## src/hdl/apb_pkg.sv

```systemverilog
// Shared constants and field widths for the alpha pattern blend unit.
package apb_pkg;

   localparam int COORD_W = 16;
   localparam int CHAN_W  = 8;
   localparam int RGB_W   = 3 * CHAN_W;
   localparam int OP_W    = 2;

   localparam logic [OP_W-1:0] OP_LOAD_RGB   = 2'd0;
   localparam logic [OP_W-1:0] OP_LOAD_INDEX = 2'd1;
   localparam logic [OP_W-1:0] OP_BLEND      = 2'd2;

   localparam logic [CHAN_W-1:0] FULL_ALPHA = 8'd255;

   // Result queue behind the pipeline; deep enough to cover every beat in flight.
   localparam int OUT_DEPTH = 8;
   localparam int OUT_PTR_W = $clog2(OUT_DEPTH);
   localparam int OUT_CNT_W = $clog2(OUT_DEPTH + 1);
   localparam int OUT_W     = 4 * CHAN_W;

   typedef logic [CHAN_W-1:0] chan_type;

endpackage

```

## src/hdl/apb_mod.sv

```systemverilog
// Two-stage pipelined remainder of a 16-bit coordinate by a constant divisor.
module apb_mod import apb_pkg::*; #(
   parameter int DIVISOR = 8
) (
   input  logic                       clock,
   input  logic [COORD_W-1:0]         value,
   output logic [$clog2(DIVISOR)-1:0] remainder
);

   localparam int REM_W    = $clog2(DIVISOR);
   localparam int SHIFT    = 22;
   localparam int RECIP_W  = 22;
   localparam int PROD_W   = COORD_W + RECIP_W;
   localparam int RECIP    = (2 ** SHIFT) / DIVISOR;

   localparam logic [RECIP_W-1:0] RECIP_VEC = RECIP_W'(RECIP);
   localparam logic [COORD_W-1:0] DIV_VEC   = COORD_W'(DIVISOR);

   logic [PROD_W-1:0]  prod_in, prod_ff;
   logic [COORD_W-1:0] value_ff;
   logic [COORD_W-1:0] quot;
   logic [COORD_W-1:0] rough;
   logic [REM_W-1:0]   rem_in, rem_ff;

   // The truncated reciprocal can leave the quotient one short, so the
   // rough remainder stays below twice the divisor and needs one correction.
   assign prod_in = PROD_W'(value) * PROD_W'(RECIP_VEC);
   assign quot    = prod_ff[PROD_W-1:SHIFT];
   assign rough   = value_ff - COORD_W'(quot * DIV_VEC);

   always_comb begin
      if (rough >= DIV_VEC) begin
         rem_in = REM_W'(rough - DIV_VEC);
      end else begin
         rem_in = REM_W'(rough);
      end
   end

   always_ff @(posedge clock) begin
      prod_ff  <= prod_in;
      value_ff <= value;
      rem_ff   <= rem_in;
   end

   assign remainder = rem_ff;

endmodule

```

## src/hdl/alpha_pattern_blend_unit.sv

```systemverilog
// Top level of the alpha pattern blend unit: tile memories, blend pipeline, result queue.
//
// Usage:
//   req_* carries one beat per item: tuser is the opcode (load RGB pattern
//   entry, load index pattern entry, blend pixel), tdata the coordinates,
//   alpha and destination pixel. Loads write the pattern entry at the
//   coordinates taken modulo TILE_SIZE and give no result beat. Each
//   blend gives one rsp_* beat; an unused opcode is dropped.
//   csr_* writes the pixel mode (0 indexed, 1 RGB); write it only while idle.
//   One beat is accepted every cycle while req_tready is high; the pipeline
//   never stalls, and an eight-entry result queue takes its output.
//   req_tready drops only when eight blends are in flight or queued, so a
//   stalled receiver holds the input back without losing any result.
//   Reset clears the pipeline, the queue and sets RGB mode. Pattern entries
//   hold nothing until loaded and must be loaded before they are blended.
module alpha_pattern_blend_unit import apb_pkg::*; #(
   parameter int TILE_SIZE = 8
) (
   input  logic              clock,
   input  logic              reset,
   input  logic              req_tvalid,
   output logic              req_tready,
   // tdata: col[15:0], row[31:16], alpha[39:32], dest_red[47:40],
   //        dest_green[55:48], dest_blue[63:56], dest_index[71:64]
   input  logic [71:0]       req_tdata,
   // tuser: opcode[1:0]
   input  logic [OP_W-1:0]   req_tuser,
   output logic              rsp_tvalid,
   input  logic              rsp_tready,
   // tdata: out_red[7:0], out_green[15:8], out_blue[23:16], out_index[31:24]
   output logic [OUT_W-1:0]  rsp_tdata,
   input  logic              csr_valid,
   output logic              csr_ready,
   input  logic              csr_data
);

   localparam int ENTRIES = TILE_SIZE * TILE_SIZE;
   localparam int ADDR_W  = $clog2(ENTRIES);
   localparam int CRD_W   = $clog2(TILE_SIZE);
   localparam int SUM_W   = 2 * CHAN_W;

   localparam logic [ADDR_W-1:0] SIZE_VEC = ADDR_W'(TILE_SIZE);

   // Mode register.
   logic pixel_mode_in, pixel_mode_ff;

   // Stage 1: registered request.
   logic               s1_valid_in, s1_valid_ff;
   logic [OP_W-1:0]    s1_op_ff;
   logic [COORD_W-1:0] s1_col_ff, s1_row_ff;
   chan_type           s1_alpha_ff, s1_red_ff, s1_green_ff, s1_blue_ff, s1_index_ff;

   // Stages 2 and 3: side data waiting for the coordinate remainders.
   logic               s2_valid_ff, s3_valid_ff;
   logic [OP_W-1:0]    s2_op_ff, s3_op_ff;
   chan_type           s2_alpha_ff, s2_red_ff, s2_green_ff, s2_blue_ff, s2_index_ff;
   chan_type           s3_alpha_ff, s3_red_ff, s3_green_ff, s3_blue_ff, s3_index_ff;
   logic [CRD_W-1:0]   col_mod, row_mod;
   logic [ADDR_W-1:0]  s3_addr;

   // Pattern memories.
   logic [RGB_W-1:0]   rgb_mem [ENTRIES];
   chan_type           index_mem [ENTRIES];

   // Stage 4: pattern read data.
   logic               s4_blend_in, s4_blend_ff;
   logic [RGB_W-1:0]   s4_pat_rgb_ff;
   chan_type           s4_pat_index_ff;
   chan_type           s4_alpha_ff, s4_red_ff, s4_green_ff, s4_blue_ff, s4_index_ff;

   // Stage 5: weighted sums.
   chan_type           inv_alpha;
   logic [SUM_W-1:0]   sum_r_in, sum_g_in, sum_b_in;
   logic [SUM_W-1:0]   s5_sum_r_ff, s5_sum_g_ff, s5_sum_b_ff;
   logic               s5_blend_ff;
   chan_type           s5_index_in, s5_index_ff;

   // Final division by 255 and result word.
   chan_type           div_r, div_g, div_b;
   logic [OUT_W-1:0]   result;

   // Result queue and credit counter.
   logic [OUT_W-1:0]     queue_mem [OUT_DEPTH];
   logic [OUT_PTR_W-1:0] wr_ptr_in, wr_ptr_ff, rd_ptr_in, rd_ptr_ff;
   logic [OUT_CNT_W-1:0] fill_in, fill_ff;
   logic [OUT_CNT_W-1:0] credit_in, credit_ff;
   logic                 req_beat, blend_beat, rsp_beat, queue_push;

   function automatic chan_type div255(input logic [SUM_W-1:0] s);
      logic [SUM_W:0] t;
      begin
         t = (SUM_W+1)'(s) + (SUM_W+1)'(s[SUM_W-1:CHAN_W]) + (SUM_W+1)'(1);
         div255 = t[SUM_W-1:CHAN_W];
      end
   endfunction

   // Configuration.
   assign csr_ready     = 1'b1;
   assign pixel_mode_in = (csr_valid && csr_ready) ? csr_data : pixel_mode_ff;

   // Handshakes. Credits count blends from acceptance until their result leaves.
   assign req_tready  = (credit_ff < OUT_CNT_W'(OUT_DEPTH));
   assign req_beat    = req_tvalid && req_tready;
   assign blend_beat  = req_beat && (req_tuser == OP_BLEND);
   assign rsp_beat    = rsp_tvalid && rsp_tready;
   assign queue_push  = s5_blend_ff;
   assign s1_valid_in = req_beat;

   always_comb begin
      credit_in = credit_ff;
      if (blend_beat && !rsp_beat) begin
         credit_in = credit_ff + OUT_CNT_W'(1);
      end else if (!blend_beat && rsp_beat) begin
         credit_in = credit_ff - OUT_CNT_W'(1);
      end
   end

   always_comb begin
      fill_in = fill_ff;
      if (queue_push && !rsp_beat) begin
         fill_in = fill_ff + OUT_CNT_W'(1);
      end else if (!queue_push && rsp_beat) begin
         fill_in = fill_ff - OUT_CNT_W'(1);
      end
   end

   assign wr_ptr_in = queue_push ? wr_ptr_ff + OUT_PTR_W'(1) : wr_ptr_ff;
   assign rd_ptr_in = rsp_beat ? rd_ptr_ff + OUT_PTR_W'(1) : rd_ptr_ff;

   // Control registers.
   always_ff @(posedge clock) begin
      if (reset) begin
         pixel_mode_ff <= 1'b1;
         s1_valid_ff   <= 1'b0;
         s2_valid_ff   <= 1'b0;
         s3_valid_ff   <= 1'b0;
         s4_blend_ff   <= 1'b0;
         s5_blend_ff   <= 1'b0;
         wr_ptr_ff     <= '0;
         rd_ptr_ff     <= '0;
         fill_ff       <= '0;
         credit_ff     <= '0;
      end else begin
         pixel_mode_ff <= pixel_mode_in;
         s1_valid_ff   <= s1_valid_in;
         s2_valid_ff   <= s1_valid_ff;
         s3_valid_ff   <= s2_valid_ff;
         s4_blend_ff   <= s4_blend_in;
         s5_blend_ff   <= s4_blend_ff;
         wr_ptr_ff     <= wr_ptr_in;
         rd_ptr_ff     <= rd_ptr_in;
         fill_ff       <= fill_in;
         credit_ff     <= credit_in;
      end
   end

   // Stage 1 payload.
   always_ff @(posedge clock) begin
      s1_op_ff    <= req_tuser;
      s1_col_ff   <= req_tdata[15:0];
      s1_row_ff   <= req_tdata[31:16];
      s1_alpha_ff <= req_tdata[39:32];
      s1_red_ff   <= req_tdata[47:40];
      s1_green_ff <= req_tdata[55:48];
      s1_blue_ff  <= req_tdata[63:56];
      s1_index_ff <= req_tdata[71:64];
   end

   apb_mod #(.DIVISOR(TILE_SIZE)) u_col_mod (
      .clock     (clock),
      .value     (s1_col_ff),
      .remainder (col_mod)
   );

   apb_mod #(.DIVISOR(TILE_SIZE)) u_row_mod (
      .clock     (clock),
      .value     (s1_row_ff),
      .remainder (row_mod)
   );

   // Side data follows the two remainder stages.
   always_ff @(posedge clock) begin
      s2_op_ff    <= s1_op_ff;
      s2_alpha_ff <= s1_alpha_ff;
      s2_red_ff   <= s1_red_ff;
      s2_green_ff <= s1_green_ff;
      s2_blue_ff  <= s1_blue_ff;
      s2_index_ff <= s1_index_ff;
      s3_op_ff    <= s2_op_ff;
      s3_alpha_ff <= s2_alpha_ff;
      s3_red_ff   <= s2_red_ff;
      s3_green_ff <= s2_green_ff;
      s3_blue_ff  <= s2_blue_ff;
      s3_index_ff <= s2_index_ff;
   end

   assign s3_addr = ADDR_W'(row_mod) * SIZE_VEC + ADDR_W'(col_mod);

   // Loads and blend reads share one stage, so each beat sees every earlier write.
   always_ff @(posedge clock) begin
      if (s3_valid_ff && (s3_op_ff == OP_LOAD_RGB)) begin
         rgb_mem[s3_addr] <= {s3_red_ff, s3_green_ff, s3_blue_ff};
      end
      if (s3_valid_ff && (s3_op_ff == OP_LOAD_INDEX)) begin
         index_mem[s3_addr] <= s3_index_ff;
      end
      s4_pat_rgb_ff   <= rgb_mem[s3_addr];
      s4_pat_index_ff <= index_mem[s3_addr];
   end

   assign s4_blend_in = s3_valid_ff && (s3_op_ff == OP_BLEND);

   always_ff @(posedge clock) begin
      s4_alpha_ff <= s3_alpha_ff;
      s4_red_ff   <= s3_red_ff;
      s4_green_ff <= s3_green_ff;
      s4_blue_ff  <= s3_blue_ff;
      s4_index_ff <= s3_index_ff;
   end

   // Stage 5: a*p + d*(255-a) per channel; the index choice is settled here too.
   assign inv_alpha = FULL_ALPHA - s4_alpha_ff;
   assign sum_r_in  = SUM_W'(s4_alpha_ff) * SUM_W'(s4_pat_rgb_ff[23:16])
                    + SUM_W'(s4_red_ff) * SUM_W'(inv_alpha);
   assign sum_g_in  = SUM_W'(s4_alpha_ff) * SUM_W'(s4_pat_rgb_ff[15:8])
                    + SUM_W'(s4_green_ff) * SUM_W'(inv_alpha);
   assign sum_b_in  = SUM_W'(s4_alpha_ff) * SUM_W'(s4_pat_rgb_ff[7:0])
                    + SUM_W'(s4_blue_ff) * SUM_W'(inv_alpha);
   assign s5_index_in = (s4_alpha_ff != '0) ? s4_pat_index_ff : s4_index_ff;

   always_ff @(posedge clock) begin
      s5_sum_r_ff <= sum_r_in;
      s5_sum_g_ff <= sum_g_in;
      s5_sum_b_ff <= sum_b_in;
      s5_index_ff <= s5_index_in;
   end

   assign div_r = div255(s5_sum_r_ff);
   assign div_g = div255(s5_sum_g_ff);
   assign div_b = div255(s5_sum_b_ff);

   always_comb begin
      if (pixel_mode_ff) begin
         result = {CHAN_W'(0), div_b, div_g, div_r};
      end else begin
         result = {s5_index_ff, CHAN_W'(0), CHAN_W'(0), CHAN_W'(0)};
      end
   end

   // Result queue.
   always_ff @(posedge clock) begin
      if (queue_push) begin
         queue_mem[wr_ptr_ff] <= result;
      end
   end

   assign rsp_tvalid = (fill_ff != '0);
   assign rsp_tdata  = queue_mem[rd_ptr_ff];

endmodule

```

## config.mk

```make
export PLATFORM = sky130hd
export DESIGN_NAME = alpha_pattern_blend_unit
export DESIGN_NICKNAME = d
export VERILOG_FILES = /design/src/hdl/apb_pkg.sv /design/src/hdl/apb_mod.sv /design/src/hdl/alpha_pattern_blend_unit.sv
export SDC_FILE = /design/constraint.sdc
export NUM_CORES = 2
export LEC_CHECK = 0
export BUFFER_PORTS_ARGS = -buffer_cell sky130_fd_sc_hd__buf_2
export CAP_MARGIN = 15
export CORE_ASPECT_RATIO = 1.4
export CORE_MARGIN = 2
export CORE_UTILIZATION = 65
export CTS_CLUSTER_SIZE = 8
export DETAILED_ROUTE_END_ITERATION = 10
export PLACE_DENSITY = 0.84
export SKIP_CTS_REPAIR_TIMING = 1
export SYNTH_ARGS = -nofsm -noshare
export SYNTH_HDL_FRONTEND = slang
export SYNTH_SLANG_ARGS = --single-unit
```

## constraint.sdc

```tcl
create_clock -name clock -period 9 [get_ports clock]
set_clock_uncertainty 0.1 [all_clocks]
set_input_delay 0.9 -clock clock [delete_from_list [all_inputs] [get_ports clock]]
set_output_delay 0.9 -clock clock [all_outputs]
set_load 0.01 [all_outputs]
```

# --- Word-level counts from Yosys, hierarchy flattened ---
# Memories as Yosys holds them, arrays and structs flattened. A register that Yosys moved wholly into a read port is not among the register bits.
# Cells that the tools add are included.
word_totals:
  out_inout_bits: 35
  regBits: 312
  in_bits: 80
  mem_bits_rw: 2304
  memories: 3
classes:
  eq_ne: 3
  magnitude_cmp: 3
  n_reduce_logical: 18
  mux: 16
  n_addsub: 21
  mul: 6
memory_table:
  columns: ["memory", "depth", "word_bits", "rd", "rd_clocked_by_memory_dff", "wr", "line", "source"]
  rows:
  - ["rgb_mem", 64, 24, 1, 1, 1, "alpha_pattern_blend_unit.sv:62", "logic [RGB_W-1:0] rgb_mem [ENTRIES];"]
  - ["index_mem", 64, 8, 1, 1, 1, "alpha_pattern_blend_unit.sv:63", "chan_type index_mem [ENTRIES];"]
  - ["queue_mem", 8, 32, 1, 1, 1, "alpha_pattern_blend_unit.sv:83", "logic [OUT_W-1:0] queue_mem [OUT_DEPTH];"]
ops:
  columns: ["cell", "count"]
  rows:
  - ["multiplier 8 x 8 -> 16 bit", 6]
  - ["adder 16 x 1 -> 16 bit (second input constant)", 3]
  - ["adder 16 bit", 3]
  - ["adder 16 x 8 -> 16 bit", 3]
  - ["greater-or-equal comparator 16 x 4 -> 1 bit (second input constant)", 2]
  - ["2-to-1 mux 32 bit", 1]
  - ["subtractor 16 bit", 2]
  - ["2-to-1 mux 4 bit", 4]
  - ["2-to-1 mux 3 bit", 4]
  - ["logical AND 1 bit", 10]
  - ["adder 4 x 1 -> 4 bit (second input constant)", 2]
  - ["2-to-1 mux 8 bit", 1]
  - ["nonzero test 8 bit", 1]
  - ["subtractor 4 x 1 -> 4 bit (second input constant)", 2]
  - ["subtractor 8 bit (first input constant)", 1]
  - ["adder 3 x 1 -> 3 bit (second input constant)", 2]
  - ["adder 6 x 3 -> 6 bit", 1]
  - ["2-to-1 mux 1 bit", 6]
  - ["subtractor 3 x 1 -> 3 bit (second input constant)", 2]
  - ["== test 2 bit (second input constant)", 2]
  - ["less-than comparator 4 bit (second input constant)", 1]
  - ["nonzero test 2 bit", 2]
  - ["nonzero test 4 bit", 1]
  - ["logical NOT 1 bit", 3]
  - ["other kinds (2)", 2]

# --- Longest topological paths before layout ---
logic_depth:
  word_depth: 7
  depth_mapped: 22
  mapped_depth_nobuf: 20

# --- Hierarchy ---
# From an unflattened synthesis, not the netlist that was laid out.
hier_totals:
  hier_cells: 6711
  hier_area_um2: 110285.8
by_module_without_submodules:
  columns: ["module", "cells_each", "seq_area_each_um2", "instances", "area_each_um2"]
  rows:
  - ["alpha_pattern_blend_unit", 6699, 75372.3, 1, 110045.5]
  - ["apb_mod", 6, 120.1, 2, 120.1]

# --- Worst setup path before layout ---
# OpenSTA, ideal clock, no wires.
synth_path:
  kind: "reg-to-reg"
  start: "register s4_alpha_ff[6]"
  end: "register s5_sum_g_ff[15]"
  setup_time_ps: 128
  path_slack_ps: 3502
  t_arrival_ps: 5270
  path_stages_with_launch: 20
  t_required_ps: 8772
  period_less_slack_ps: 5498
  cell_sequence: "dfxtp_1 clkbuf_1 buf_1 nand2_1 fa_1 fa_1 inv_1 fa_1 fa_1 fa_1 inv_1 fa_1 inv_1 ha_1 o21ai_0 nor2_1 nand4_1 a31oi_1 mux2i_1 nand4_1"
synth_between:
  elab_chain_len: 3
  elab_cells_between_ends: 4
synth_lines:
  columns: ["item", "line", "source"]
  rows:
  - ["start: declaration", "alpha_pattern_blend_unit.sv:69", "chan_type s4_alpha_ff, s4_red_ff, s4_green_ff, s4_blue_ff, s4_index_ff;"]
  - ["start signal: assignment", "alpha_pattern_blend_unit.sv:214", "s4_alpha_ff <= s3_alpha_ff;"]
  - ["subtractor 8 bit", "alpha_pattern_blend_unit.sv:222", "assign inv_alpha = FULL_ALPHA - s4_alpha_ff;"]
  - ["multiplier 8 x 8 -> 16 bit", "alpha_pattern_blend_unit.sv:226", "+ SUM_W'(s4_green_ff) * SUM_W'(inv_alpha);"]
  - ["adder 16 bit (*)", "alpha_pattern_blend_unit.sv:226", null]
  - ["named net sum_g_in[15]", "alpha_pattern_blend_unit.sv:73", "logic [SUM_W-1:0] sum_r_in, sum_g_in, sum_b_in;"]
  - ["end signal: assignment", "alpha_pattern_blend_unit.sv:233", "s5_sum_g_ff <= sum_g_in;"]
  - ["end: declaration", "alpha_pattern_blend_unit.sv:74", "logic [SUM_W-1:0] s5_sum_r_ff, s5_sum_g_ff, s5_sum_b_ff;"]
# The timed path passes the listed nets; every way through them passes the cells marked *.
# A chain may end at the register's enable or synchronous reset.

# --- Final worst setup path ---
layout_path:
  start: "register s4_alpha_ff[6]"
  end: "register s5_sum_r_ff[15]"
layout_between:
  elab_chain_len: 3
  elab_cells_between_ends: 4
layout_lines:
  columns: ["item", "line", "source"]
  rows:
  - ["subtractor 8 bit", "alpha_pattern_blend_unit.sv:222", null]
  - ["multiplier 8 x 8 -> 16 bit", "alpha_pattern_blend_unit.sv:224", "+ SUM_W'(s4_red_ff) * SUM_W'(inv_alpha);"]
  - ["adder 16 bit (*)", "alpha_pattern_blend_unit.sv:224", null]
  - ["named net sum_r_in[15]", "alpha_pattern_blend_unit.sv:73", null]
  - ["end signal: assignment", "alpha_pattern_blend_unit.sv:232", "s5_sum_r_ff <= sum_r_in;"]
  - ["end: declaration", "alpha_pattern_blend_unit.sv:74", null]
# Marked as above.

==> qor.yml <==
run_status:
  status: "finished, violations left"
  violations: "max-capacitance violations, max-slew violations"
power_and_ir_drop:
  powerDensity_nw_per_um2: 281.1
  combPwrFrac_pct: 23.9
  vdd_ir_drop_max_uv: 395.7
  power.internal_w: 0.02475
  swShare_pct: 28.90
  pwr-share-clk_pct: 36.3
  p_leak_nw: 43.50
  p_sw_w: 0.01006
  p_seq_share_pct: 39.8
critical_path:
  required_ns: 9.72
  max_stage_delay_ns: 0.55
  critical_path_arrival_ns: 6.57
  cpMaxStageDelayCell: "fa_1"
  cp_cell_sequence: "buf_4 > nand2_1 > fa_1 > fa_1 > inv_1 > fa_1 > fa_1 > fa_1 > inv_1 > fa_1 > inv_1 > ha_1 > nor3_1 > o21ai_0 > a31oi_1 > o21ai_0 > a21oi_1 > xnor2_1"
  ff2ff_setup_slack_ns: 3.15
  crit_buf_inv: 4
  crit_type: "reg2reg"
  crit_fanout: 49
  cp-start-kind: "register"
  crit_top_cell: "fa_1"
  endpoint_kind: "register"
  crit_family: "adder cells"
timing:
  fmax_ghz: 0.1709
  slew_headroom_pct: -11.48
  tns_ns: 0
  rsz0062_at_grt: "no"
  finalMaxSlewViolations: 4
  period_minus_slack_ns: 5.850
  worst_pin_slew_ns: 1.659
  fin_crit_sh_pct: 65.00
  setup_viol_count_final: 0
  final-hold-violation-count: 0
layout:
  final_common_cell: "edfxtp_1"
  syn_to_final_growth_pct: 13.23
  fin_area_um2: 123900
  fin_util_pct: 73.86
  final_cells: 9469
  nets: 7596
  drive_gt1_share_pct: 17.66
  mostFrequentLayoutCells: "edfxtp_1 (2304), inv_1 (409), clkbuf_16 (382)"
clock_tree:
  cts_sinks: 2599
  cts_buffer_depth: 4
  clk_latency_ns: 0.97
  cts_buffers: 375
  htree_levels: 5
  root_buffer: "clkbuf_16"
  cts_tree: "done"
  path_clk_slew_ns: 0.05
floorplanning:
  die-area_um2: 171600
  die-height_um: 489.4
  core_area_um2: 167700
  initial_utilization_pct: 65.23
  ioPinCount: 115
  num_rows: 178
  fp.dieW_um: 350.7
synthesis:
  yosysSeqAreaShare_pct: 68.64
  ys_ff_latch: 2599
  synth-edff-count: 2304
  syn_inst: 6642
  synth_area_um2: 109400
  ys.flop_type: "edfxtp_1"
  avgSynthCellArea_um2: 16.47
  async_flop_share_pct: 0
  synthDistinctLibCells: 77
  yosys_warnings: 0
drt:
  vias_per_cell: 7.029
  drt-pass1-iter-count: 10
  vias: 66560
  drc: 0
  wl_mm: 318.8
  wl_per_cell_um: 33.66
  drt-initial-drc-count: 11330
  ant_nets: 0
grt:
  first_global_vias: 68070
  grt_max_degree: 111
  overflow: 0
  antenna_found_initial: 31
  grtUsageTotal_pct: 36.93
  grt_pass1_wl_mm: 450.9
place:
  dp_cells: 8820
  place_hpwl_mm: 174.0
  placed_area_um2: 112700
  portBuffers: 87
  gp_congestion: 0.9621
worst_hold_path:
  worst_hold_path_type: "in2reg"
job:
  drv_cap: 1
[layer usage]
layer  up-vias  wire length, um  track usage (%)
met5         -              283           0.4252
met1     32660            94860            41.77
met3      1636            44150            11.73
met4        34            28880            28.27
met2      6276           150600            58.62
li1      25960                -                -
[per-stage QoR]
step | hold WS [ns] | total power (W) | setup WS (ns)
finish | 0.02561 | 0.03481 | 3.150
global route | 0.002191 | 0.03620 | 2.881
CTS | -0.1022 | 0.03457 | 3.254
detailed placement | 0.2120 | 0.02207 | 3.285
global placement | 0.2095 | 0.02177 | 3.334
floorplan | 0.2096 | 0.02007 | 3.502
[Yosys cell counts (all sizes together), types with 8 or more instances]
library cell  count  share of area, %
a22o             23              0.18
xor2             17              0.14
or4              18              0.12
a21oi           150              0.69
mux4            223               4.6
inv             412               1.4
and3             11             0.063
nand2           317               1.1
a31oi            22              0.13
dfxtp           295               5.4
o221ai           15              0.12
mux2i           242               2.2
or3               8             0.046
mux2            205               2.1
xnor2            42              0.34
o22a             16              0.13
a211oi           23              0.16
nand4            15             0.086
fa              290               5.3
nor3             29              0.14
nor2            311               1.1
a221o            51              0.47
o21a             22              0.15
nor2b           144              0.82
a222oi            9             0.082
o22ai           110              0.63
nand2b           77              0.44
clkbuf          127              0.44
a22oi           118              0.81
and2            110              0.63
o21ai           115              0.53
a21o             18              0.12
edfxtp         2304                63
nand3            22              0.10
a221oi          183               1.5
ha              215               2.5
buf             222               1.2
o211ai           15              0.10
o2bb2ai          25              0.20
[area by class of cell]
class / count / area [um2]
diodes: 17 / 42.54
clock buffers: 559 / 10230
clock inverters: 9 / 107.6
fillers: 8910 / 43840
inverters: 413 / 1558
multi-input cells: 3283 / 31320
flip-flops and latches: 2599 / 75160
well taps: 2250 / 2815
repair buffers: 339 / 2635
[registers in the layout (all words and copies together) (netlist names), 16 cells and up, named ones only]
name           cells
index_mem        512
queue_mem        256
rgb_mem         1536
s4_pat_rgb_ff     24
s5_sum_b_ff       16
s5_sum_g_ff       16
s5_sum_r_ff       16
[power groups by stage]
stage | Combinational, W | Clock (W) | Sequential [W]
CTS | 0.00812 | 0.0126 | 0.0139
detailed placement | 0.00797 | 0 | 0.0141
floorplan | 0.00604 | 0 | 0.0140
finish | 0.00833 | 0.0126 | 0.0139
global placement | 0.00769 | 0 | 0.0141
global route | 0.00924 | 0.0131 | 0.0139
[cell families (layout without fill, tap and decap cells)]
family                     after synthesis  after routing  share of synthesized area [%]
other                                    2             21                       0.006865
buffers and inverters                  762           1320                          3.098
DFF                                   2599           2599                          68.64
and+or+nand+nor                       1093           1093                          4.835
muxes                                  670            670                          8.915
xor gates and xnor gates                59             59                         0.4724
adders and majority gates              505            505                          7.766
AOI/OAI and AO/OA                      952            952                          6.264
[path summary, 6_finish.rpt]
path / from / to / cells after the start
setup / recovery: s4_alpha_ff[6] / s5_sum_r_ff[15] / 18
hold / removal: req_tdata[70] / s1_index_ff[6] / 1
setup reg to reg: s4_alpha_ff[6] / s5_sum_r_ff[15] / 18
hold reg to reg: s1_index_ff[6] / s2_index_ff[6] / 0
(Power assumes the default switching activity.)
